**src/hdl/i2a_pkg.sv**
```systemverilog
// Shared types and constants for the integer to decimal ASCII converter.
package i2a_pkg;

    localparam int unsigned VALUE_W    = 32;
    localparam int unsigned CHAR_W     = 7;
    localparam int unsigned DIGIT_W    = 4;
    localparam int unsigned MAX_DIGITS = 10;
    localparam int unsigned IDX_W      = $clog2(MAX_DIGITS);

    localparam logic [CHAR_W-1:0] CHAR_MINUS = 7'd45;
    localparam logic [CHAR_W-1:0] CHAR_ZERO  = 7'd48;

    // floor(x / 10) == (x * 0xCCCCCCCD) >> 35 for every 32-bit x
    localparam logic [VALUE_W-1:0] RECIP_TEN = 32'hCCCC_CCCD;
    localparam int unsigned        RECIP_SH  = 35;

    typedef logic [DIGIT_W-1:0] t_digit;
    typedef logic [IDX_W-1:0]   t_idx;

    typedef struct packed {
        logic load;
        logic divide;
        logic put_sign;
        logic put_digit;
    } t_cmd;

    typedef struct packed {
        logic neg;
        logic q_zero;
        logic idx_zero;
        logic out_free;
    } t_status;

endpackage

```
**src/hdl/i2a_ctrl.sv**
```systemverilog
// Controller: sequences load, digit extraction and character output.
module i2a_ctrl
    import i2a_pkg::*;
(
    input  logic    i_clk,
    input  logic    i_rst_n,
    input  logic    i_in_valid,
    output logic    o_in_ready,
    input  t_status i_status,
    output t_cmd    o_cmd
);

    typedef enum logic [1:0] {
        ST_IDLE,
        ST_DIVIDE,
        ST_SIGN,
        ST_DIGITS
    } t_state;

    t_state r_state;

    assign o_in_ready = (r_state == ST_IDLE);

    always_comb begin
        o_cmd = '0;
        case (r_state)
            ST_IDLE:   o_cmd.load      = i_in_valid;
            ST_DIVIDE: o_cmd.divide    = 1'b1;
            ST_SIGN:   o_cmd.put_sign  = i_status.out_free;
            ST_DIGITS: o_cmd.put_digit = i_status.out_free;
            default:   o_cmd = '0;
        endcase
    end

    always_ff @(posedge i_clk) begin
        if (!i_rst_n) begin
            r_state <= ST_IDLE;
        end else begin
            case (r_state)
                ST_IDLE: begin
                    if (i_in_valid) r_state <= ST_DIVIDE;
                end
                ST_DIVIDE: begin
                    if (i_status.q_zero) r_state <= i_status.neg ? ST_SIGN : ST_DIGITS;
                end
                ST_SIGN: begin
                    if (i_status.out_free) r_state <= ST_DIGITS;
                end
                ST_DIGITS: begin
                    if (i_status.out_free && i_status.idx_zero) r_state <= ST_IDLE;
                end
                default: r_state <= ST_IDLE;
            endcase
        end
    end

endmodule

```
**config.mk**
```make
export PLATFORM = sky130hd
export DESIGN_NAME = i2a_ctrl
export DESIGN_NICKNAME = d
export VERILOG_FILES = /design/src/hdl/i2a_pkg.sv /design/src/hdl/i2a_ctrl.sv
export SDC_FILE = /design/constraint.sdc
export NUM_CORES = 1
export LEC_CHECK = 0
export BUFFER_PORTS_ARGS = -buffer_cell sky130_fd_sc_hd__buf_2
export CAP_MARGIN = 30
export CORE_AREA = 2 2 39 41
export CTS_BUF_LIST = sky130_fd_sc_hd__clkbuf_16
export CTS_CLUSTER_DIAMETER = 80
export DETAILED_ROUTE_END_ITERATION = 8
export DIE_AREA = 0 0 41 43
export GPL_TIMING_DRIVEN = 0
export MAX_ROUTING_LAYER = met4
export PLACE_DENSITY = 0.36
export SYNTH_ARGS = -nofsm -noshare
export SYNTH_HDL_FRONTEND = slang
export SYNTH_SLANG_ARGS = --single-unit
```
**constraint.sdc**
```tcl
create_clock -name i_clk -period 2.72 [get_ports i_clk]
set_clock_uncertainty 0.15 [all_clocks]
set_input_delay 0.272 -clock i_clk [delete_from_list [all_inputs] [get_ports i_clk]]
set_output_delay 0.272 -clock i_clk [all_outputs]
set_load 0.02 [all_outputs]
```
==> results of run 1 <==
## stage by stage
step | area (um2) | utilization (%)
final | 352 | 25.4
after global routing | 352 | 25.4
after CTS | 352 | 25.4
after detailed placement | 277 | 20.0
after global placement | 277 | 20.0
after floorplan | 201 | -
## final timing paths
kind              cells after the start               startpoint  slack [ps]                 endpoint
setup / recovery                      4  r_state[0]$_SDFFE_PN0P_        1080                 o_cmd[3]
hold / removal                        2                  i_rst_n         180  r_state[0]$_SDFFE_PN0P_
setup reg to reg                      4  r_state[0]$_SDFFE_PN0P_        1190  r_state[0]$_SDFFE_PN0P_
hold reg to reg                       2  r_state[1]$_SDFFE_PN0P_         350  r_state[1]$_SDFFE_PN0P_
## cells in the mapped netlist (all sizes together)
master	count
o2111a	1
nand2	3
inv	3
nand2b	1
o221ai	1
nand3	1
ha	4
and2	3
dfxtp	2
mux2i	1
o221a	1
or2b	1
a21bo	1
## report_power, final
part | total (uW) | switching, uW | internal, uW | leakage (uW)
logic | 182 | 102 | 79.8 | 0.000127
registers | 60.6 | 17.0 | 43.5 | 0.0000165
clock network | 218 | 31.2 | 187 | 0.0000370
## layout make-up
class                   instances  area [um2]  area share (%)
multi-input cells              18         150            42.7
well taps                      16        20.0            5.69
inverters                       3        11.3            3.20
repair buffers                 11        55.1            15.7
flip-flops and latches          2        40.0            11.4
clock buffers                   3        75.1            21.4
## per-layer routing
metal,share of wire (%),global-route usage (%),up-vias,wire (um)
met3,9.8,3.14,0,42
li1,-,-,107,-
met4,0,8.00,0,0
met1,48,7.01,80,208
met5,0,-,-,0
met2,42,5.63,9,179
## kinds of logic after synthesis
family	share of synthesized area, %
AO/OA/AOI/OAI	20.5
buffers and inverters	5.59
multiplexers	4.97
flip-flops	19.9
AND/OR/NAND/NOR	24.2
adder cells (fa/ha/maj)	24.8
==> results by group, run 1 <==
Cells and area
  • Share of cells above drive strength 1: 40.5%
  • Largest register FFs: 2
  • # diodes: 0
  • Most common cell after layout, fill and taps aside: buf_2
  • Reg with most FFs: r_state
  • Nets: 50
  • P&R area growth vs syn: 74.5%
  • Finished Layout Cells: 53
  • Biggest regs: r_state: 2 flops
  • Filler cells: 163
  • Most frequent cells in the layout: buf_2 (11), ha_1 (4)

Clocking
  • Post-CTS Setup Bufs: 0
  • CTS Buffer Depth: 2
  • Clock root cell: clkbuf_16
  • TritonCTS Buffers: 3
  • Cts-stage hold buffer count: 0
  • Sink Count: 2
  • Worst skew pair latency: 220 ps
  • Post-CTS resize count: 0
  • Reg clk slew, reported paths: 30 ps
  • TritonCTS clock tree: done
  • Htree depth: 1

Placement
  • Post-DP HPWL: ~340 um
  • Setup WS pre-CTS: 1190 ps
  • Port-buffer cells: 11
  • GP Congestion: 0.670
  • Placed Cells: 50

Timing
  • Normalized max-slew margin: 87.0%
  • Hold slack: 177 ps
  • RSZ-0062 raised after global routing: no
  • Final Worst Setup Slack: about 1100 ps
  • Fmax: 609 MHz
  • Final Cycle Share: roughly 60%
  • Fin Setup TNS: 0 ps
  • Worst slew pin tran: ~200 ps
  • Final critical-path required period: 1640 ps
  • Final setup viols: 0
  • Fin. max-slew vios: 0
  • Final hold vios: 0

Worst setup path
  • Critical Path End Type: primary output
  • Setup crit start kind: flop
  • Kind of critical path: reg -> out
  • Slowest CP cell: dfxtp_1
  • CP top delay family: flip-flops
  • Critical path required time: around 2300 ps
  • Worst path bufs/invs: 2
  • Worst path max stage delay: 410 ps
  • Critical path, cell by cell: inv_1 -> ha_1 -> and2_1 -> buf_2
  • Worst EP arrival: 1220 ps
  • Critical path peak fanout: 6

Global routing
  • Total gr overflow: 0
  • First-pass GRT wire length: 621 um
  • Initial antenna violation count: 0
  • All-Layer GR Usage: 5.95%
  • Pin count of the biggest net entering global routing: 7
  • Number of global-route vias before repair: 155

Pwr
  • Tot Pwr: about 460 uW
  • Pwr per Cell Area: around 1300 nW/um2
  • Peak VDD IR: 0.385 mV
  • P_leak: 0.000180 uW

Outcome
  • Status: complete, no violations

Floorplan
  • Row cnt: 14
  • Io pins: 12
  • Die area: between 1500 and 2000 um2
  • Die W: 41 um
  • Initial Utilization: 14.6%
  • Die Height: around 43 um
  • Core Area: 1380 um2

Routing
  • Via density: 3.70
  • Wire per inst: 8.11 um
  • Residual DRC: 0
  • Post-route ant nets: 0
  • Total iterations of the first detailed-routing run: 2
  • Vias: between 150 and 200
  • DR iter-0 viols: 2
  • Routed WL: 430 um

Yosys
  • Syn nets: 34
  • Yosys reg bits: 2
  • Area share of the largest cell type after synthesis: 24.8%
  • Ys Warns: 0
  • Top post-synthesis cells by area: ha_1 (25%), dfxtp_1 (20%), and2_1 (9.3%)
  • Unique masters post-synth: 13
  • Synthesized area per cell: 8.76 um2
  • Post-synthesis sequential area ratio: 19.9%
  • Cell area after synthesis: just over 200 um2
  • Post-synthesis cell count: 23
  • Synth area leader: ha_1

Worst hold path
  • Tightest Hold Check Type: in -> reg

Flow run
  • Max cap viols: 0
Note: power is estimated with default switching activity, not from simulation.
==> run 2: changes to the inputs <==
==> constraint.sdc (replaced) <==
create_clock -name i_clk -period 1.6 [get_ports i_clk]
set_clock_uncertainty 0.15 [all_clocks]
set_input_delay 0.16 -clock i_clk [delete_from_list [all_inputs] [get_ports i_clk]]
set_output_delay 0.16 -clock i_clk [all_outputs]
set_load 0.02 [all_outputs]
==> results by group, run 2 (same netlist as run 1, synthesis figures left out) <==
Cells and area
  • Most frequent cells in the layout: buf_2 (11), and2_1 (3), nand2_1 (3), ha_1 (3), clkbuf_16 (3)
  • # diodes: 0 (unchanged)
  • Largest register FFs: 2 (unchanged)
  • P&R area growth vs syn: 76.4%
  • Register area: 41.3 um2 (+3.1%)
  • Reg with most FFs: r_state
  • Share of cells above drive strength 1: 48.6% (+8.1 points)
  • Filler cells: 164 (+0.61%)
  • Finished Layout Cells: 53 (unchanged)
  • Nets: 50 (unchanged)
  • End-of-flow core utilization: 25.7% (+0.27 points)
  • Multi-input logic area: 153 um2 (+1.7%)
  • Most common cell after layout, fill and taps aside: buf_2
  • Biggest regs: r_state: 2 flops

Worst setup path
  • Critical path peak fanout: 4 (-2)
  • Critical Path End Type: flop
  • Setup crit start kind: flop
  • Critical path, cell by cell: inv_2 -> ha_2 -> or2b_1 -> o2111a_1 -> o221a_1
  • Worst path max stage delay: 330 ps (-80 ps)
  • Kind of critical path: reg -> reg
  • Worst EP arrival: 1450 ps (+230 ps)
  • Slowest CP cell: dfxtp_1
  • Critical path required time: 1550 ps (-750 ps)

Clocking
  • Htree depth: 1 (unchanged)
  • Post-CTS resize count: 0 (unchanged)
  • TritonCTS clock tree: done
  • Post-CTS Setup Bufs: 0 (unchanged)
  • TritonCTS Buffers: 3 (unchanged)
  • Worst skew pair latency: 220 ps (about the same)
  • Sink Count: 2 (unchanged)
  • Clock root cell: clkbuf_16
  • CTS Buffer Depth: 2 (unchanged)
  • Cts-stage hold buffer count: 0 (unchanged)
  • Reg clk slew, reported paths: 30 ps (about the same)

Worst hold path
  • Tightest Hold Check Type: in -> reg

Placement
  • Setup WS pre-CTS: 68.5 ps (-1120 ps)
  • GP Congestion: 0.670 (unchanged)
  • Port-buffer cells: 11 (unchanged)
  • Post-DP HPWL: 340 um (unchanged)
  • Placed Cells: 50 (unchanged)

Timing
  • Final Cycle Share: 93.7%
  • Worst slew pin tran: 163 ps (-32.3 ps)
  • Final Worst Setup Slack: 101 ps (-978 ps)
  • Fmax: 667 MHz
  • Fin. max-slew vios: 0 (unchanged)
  • RSZ-0062 raised after global routing: no
  • Final critical-path required period: approximately 1500 ps
  • Final setup viols: 0 (unchanged)
  • Normalized max-slew margin: 89.1% (+2.2 points)
  • Hold slack: 59.8 ps (-117 ps)
  • Final hold vios: 0 (unchanged)
  • Fin Setup TNS: 0 ps (unchanged)

Pwr
  • Peak VDD IR: 0.648 mV (+68%)
  • Pwr per Cell Area: 2220 nW/um2 (+70%)
  • P_leak: 0.000179 uW (-0.52%)

Global routing
  • Pin count of the biggest net entering global routing: 7 (unchanged)
  • Total gr overflow: 0 (unchanged)
  • Initial antenna violation count: 0 (unchanged)
  • Number of global-route vias before repair: 155 (unchanged)
  • First-pass GRT wire length: 621 um (unchanged)
  • All-Layer GR Usage: 5.95% (unchanged)

Floorplan
  • Io pins: 12 (unchanged)
  • Die W: 41 um (unchanged)
  • Die Height: 43 um (unchanged)
  • Die area: 1760 um2 (unchanged)
  • Initial Utilization: 14.6% (unchanged)
  • Row cnt: 14 (unchanged)
  • Core Area: 1380 um2 (unchanged)

Routing
  • Top routing layer in use: met3
  • Routed WL: 432 um (+0.47%)
  • DR iter-0 viols: 1 (-1)
  • DR WL met2: 179 um (unchanged)
  • Total iterations of the first detailed-routing run: 2 (unchanged)
  • Metal-1 WL: 210 um (+0.96%)
  • Vias: 195 (-0.51%)
  • Wire per inst: 8.15 um (+0.47%)
  • Residual DRC: 0 (unchanged)
  • Wire length on met3: 42 um (unchanged)
  • Post-route ant nets: 0 (unchanged)
  • Via density: 3.68 (-0.51%)

Outcome
  • Status: complete, no violations

Flow run
  • Max cap viols: 0 (unchanged)
run 2: cell counts in the layout (fill, tap and decap cells not counted):
Identical to the previous run, type by type.
run 2: worst paths after layout:
check / from / endpoint / slack (ps) / depth (start not counted)
worst max-delay path: r_state[1]$_SDFFE_PN0P_ / r_state[0]$_SDFFE_PN0P_ / 100 / 5
worst min-delay path: i_rst_n / r_state[0]$_SDFFE_PN0P_ / 60 / 2
worst max register to register: r_state[1]$_SDFFE_PN0P_ / r_state[0]$_SDFFE_PN0P_ / 100 / 5
worst min register to register: r_state[1]$_SDFFE_PN0P_ / r_state[1]$_SDFFE_PN0P_ / 360 / 2
run 2: layout make-up:
cell class | count | share of cell area [%]
Sequential cell | 2 | 11.6
Inverter | 3 | 3.17
Clock buffer | 3 | 21.1
Timing Repair Buffer | 11 | 15.5
Multi-Input combinational cell | 18 | 43.0
Tap cell | 16 | 5.63
run 2: power breakdown:
group	internal [uW]	switching [uW]	total, uW
sequential	76.4	31.4	108
clock	318	53.3	371
combinational	138	174	312
run 2: metrics by stage:
stage | cell area [um2] | total power (uW)
global route | 355 | 847
finish | 355 | 790
CTS | 352 | 796
floorplan | 201 | 340
global placement | 277 | 417
detailed placement | 277 | 416
run 2: metal layers:
| metal | vias up | global-route usage [%] |
|---|---|---|
| li1 | 107 | - |
| met1 | 79 | 7.01 |
| met2 | 9 | 5.63 |
| met3 | 0 | 3.14 |
| met4 | 0 | 8.00 |
| met5 | - | - |
run 2: critical path, delay by kind of cell, from the launching register on:
kind,cells,cell delay (ps)
AO/OA/AOI/OAI,2,400
adder cells (fa/ha/maj),1,170
buffers and inverters,1,80
flip-flops,1,330
AND/OR/NAND/NOR,1,240
==> run 3: changes to the inputs <==
--- a/config.mk
+++ b/config.mk
@@ -7,14 +7,15 @@
 export LEC_CHECK = 0
 export BUFFER_PORTS_ARGS = -buffer_cell sky130_fd_sc_hd__buf_2
 export CAP_MARGIN = 30
-export CORE_AREA = 2 2 39 41
+export CORE_AREA = 8 8 45 47
 export CTS_BUF_LIST = sky130_fd_sc_hd__clkbuf_16
 export CTS_CLUSTER_DIAMETER = 80
 export DETAILED_ROUTE_END_ITERATION = 8
-export DIE_AREA = 0 0 41 43
+export DIE_AREA = 0 0 53 55
 export GPL_TIMING_DRIVEN = 0
 export MAX_ROUTING_LAYER = met4
 export PLACE_DENSITY = 0.36
+export SETUP_SLACK_MARGIN = 0.1
 export SYNTH_ARGS = -nofsm -noshare
 export SYNTH_HDL_FRONTEND = slang
 export SYNTH_SLANG_ARGS = --single-unit
==> constraint.sdc (replaced) <==
create_clock -name i_clk -period 1.62 [get_ports i_clk]
set_clock_uncertainty 0.15 [all_clocks]
set_input_delay 0.162 -clock i_clk [delete_from_list [all_inputs] [get_ports i_clk]]
set_output_delay 0.162 -clock i_clk [all_outputs]
set_load 0.02 [all_outputs]
==> results by group, run 3 (same netlist as run 1, synthesis figures left out) <==
Outcome
  • Status: complete, no violations

Worst hold path
  • Hold path depth: 2 (unchanged)
  • Hold endpoint: r_state[0]$_SDFFE_PN0P_
  • Worst Min Path Start: i_rst_n
  • Tightest Hold Check Type: in -> reg

Worst setup path
  • Reg2Reg Depth: 5 (unchanged)
  • Critical path, cell by cell: inv_2 -> ha_4 -> or2b_1 -> o2111a_1 -> o221a_1
  • WP depth: 5 (unchanged)
  • Slowest CP cell: dfxtp_2
  • Launch point of the worst path: r_state[1]$_SDFFE_PN0P_
  • CP top delay family: compound AO/OA/AOI/OAI gates
  • Worst path bufs/invs: 1 (unchanged)
  • R2r endpoint: r_state[0]$_SDFFE_PN0P_
  • Critical path required time: 1570 ps (+20 ps)
  • Critical Path End Type: flop
  • Setup crit start kind: flop
  • R2r startpoint: r_state[1]$_SDFFE_PN0P_
  • Critical path peak fanout: 4 (unchanged)
  • Worst EP arrival: 1400 ps (-50 ps)
  • R2r setup slk: 160 ps (+60 ps)
  • Worst path max stage delay: 330 ps (about the same)
  • Kind of critical path: reg -> reg

Cells and area
  • Share of cells above drive strength 1: 56.4% (+7.8 points)
  • # diodes: 0 (unchanged)
  • Reg with most FFs: r_state
  • Finished Layout Cells: 55 (+3.8%)
  • Biggest regs: r_state: 2 flops
  • Most common cell after layout, fill and taps aside: buf_2
  • P&R area growth vs syn: 91.9%
  • Most frequent cells in the layout: buf_2 (11), and2_1 (3), nand2_1 (3), clkbuf_16 (3)
  • Nets: 52 (+4.0%)
  • Largest register FFs: 2 (unchanged)

Floorplan
  • Row cnt: 14 (unchanged)
  • Die area: 2920 um2 (+65%)
  • Die W: 53 um (+29%)
  • Die Height: 55 um (+28%)
  • Initial Utilization: 14.6% (unchanged)
  • Io pins: 12 (unchanged)
  • Core Area: 1380 um2 (unchanged)

Timing
  • Fin Setup TNS: 0 ps (unchanged)
  • Hold slack: 74.1 ps (+14.3 ps)
  • Normalized max-slew margin: 91.0% (+1.8 points)
  • Final critical-path required period: 1460 ps (-43.4 ps)
  • Final setup viols: 0 (unchanged)
  • Fmax: 687 MHz (+3.0%)
  • Final Cycle Share: 89.9% (-3.8 points)
  • RSZ-0062 raised after global routing: no
  • Final hold vios: 0 (unchanged)
  • Fin. max-slew vios: 0 (unchanged)
  • Worst slew pin tran: 132 ps (-31.2 ps)

Clocking
  • Sink Count: 2 (unchanged)
  • Worst skew pair latency: 220 ps (about the same)
  • TritonCTS Buffers: 3 (unchanged)
  • CTS Buffer Depth: 2 (unchanged)
  • Reg clk slew, reported paths: 30 ps (about the same)
  • TritonCTS clock tree: done
  • Clock root cell: clkbuf_16
  • Htree depth: 1 (unchanged)

Routing
  • Wire per inst: 10.0 um (+23%)
  • Via density: 3.95 (+7.2%)
  • Vias: 217 (+11%)
  • Post-route ant nets: 0 (unchanged)
  • Residual DRC: 0 (unchanged)
  • DR iter-0 viols: 1 (unchanged)
  • Metal-1 WL: 228 um (+8.6%)
  • Total iterations of the first detailed-routing run: 2 (unchanged)
  • Routed WL: 552 um (+28%)
  • Top routing layer in use: met3
  • DR WL met2: 241 um (+35%)
  • Wire length on met3: 82 um (+95%)

Placement
  • Placed Cells: 50 (unchanged)
  • GP Congestion: 0.628 (-6.4%)
  • Port-buffer cells: 11 (unchanged)

Global routing
  • All-Layer GR Usage: 4.67% (-1.3 points)
  • Pin count of the biggest net entering global routing: 7 (unchanged)
  • First-pass GRT wire length: 959 um (+54%)
  • Initial antenna violation count: 0 (unchanged)
  • Total gr overflow: 0 (unchanged)
  • Number of global-route vias before repair: 226 (+46%)

Pwr
  • Pwr per Cell Area: 2180 nW/um2 (-1.9%)
  • Peak VDD IR: 0.774 mV (+19%)
  • P_leak: 0.000190 uW (+6.1%)

Flow run
  • Max cap viols: 0 (unchanged)
run 3: worst reg2reg max path, cell delays in order, from the launching register on:
cell and delay [ps]:
dfxtp_2 330, inv_2 90, ha_4 130, or2b_1 230
o2111a_1 170, o221a_1 240
run 3: cell type report:
cell class                 instances  area [um2]
fill                             156         997
sequential                         2        45.0
clock buffer                       3        75.1
timing repair buffer              13        70.1
multi-input combinational         18         165
tap                               16        20.0
inverter                           3        11.3
run 3: routing by layer:
metal | track usage (%) | vias up
met3 | 2.67 | 0
met4 | 3.88 | 0
li1 | - | 112
met1 | 5.00 | 97
met2 | 6.05 | 8
met5 | - | -
run 3: stage by stage:
step / setup slack (ps) / power (uW) / util [%] / area (um2)
2_1_floorplan: 117 / 364 / - / 216
3_3_place_gp: 73.7 / 438 / 21.1 / 292
3_5_place_dp: 59.2 / 439 / 21.1 / 292
4_1_cts: 117 / 822 / 26.6 / 368
5_1_grt: 108 / 914 / 27.9 / 387
6_report: 164 / 844 / 27.9 / 387
run 3: power by group:
| group | switching (uW) | internal (uW) | total (uW) |
|---|---|---|---|
| logic | 190 | 170 | 360 |
| clock network | 53.5 | 314 | 367 |
| registers | 34.6 | 82.1 | 117 |
| total | 278 | 566 | 844 |
run 3: how the worst max path moves through the flow:
stage                                         end
after floorplan           r_state[0]$_SDFFE_PN0P_
after global placement    r_state[0]$_SDFFE_PN0P_
after detailed placement  r_state[0]$_SDFFE_PN0P_
after CTS                                o_cmd[1]
after global routing      r_state[0]$_SDFFE_PN0P_
final                     r_state[0]$_SDFFE_PN0P_
run 3: repair_timing:
item                                    CTS  global route
gates cloned                              0             0
buffers inserted                          0             2
endpoints found under the setup margin    4             4
pin swaps                                 0             1
hold buffers                              0             0
gates resized for setup                   2             2
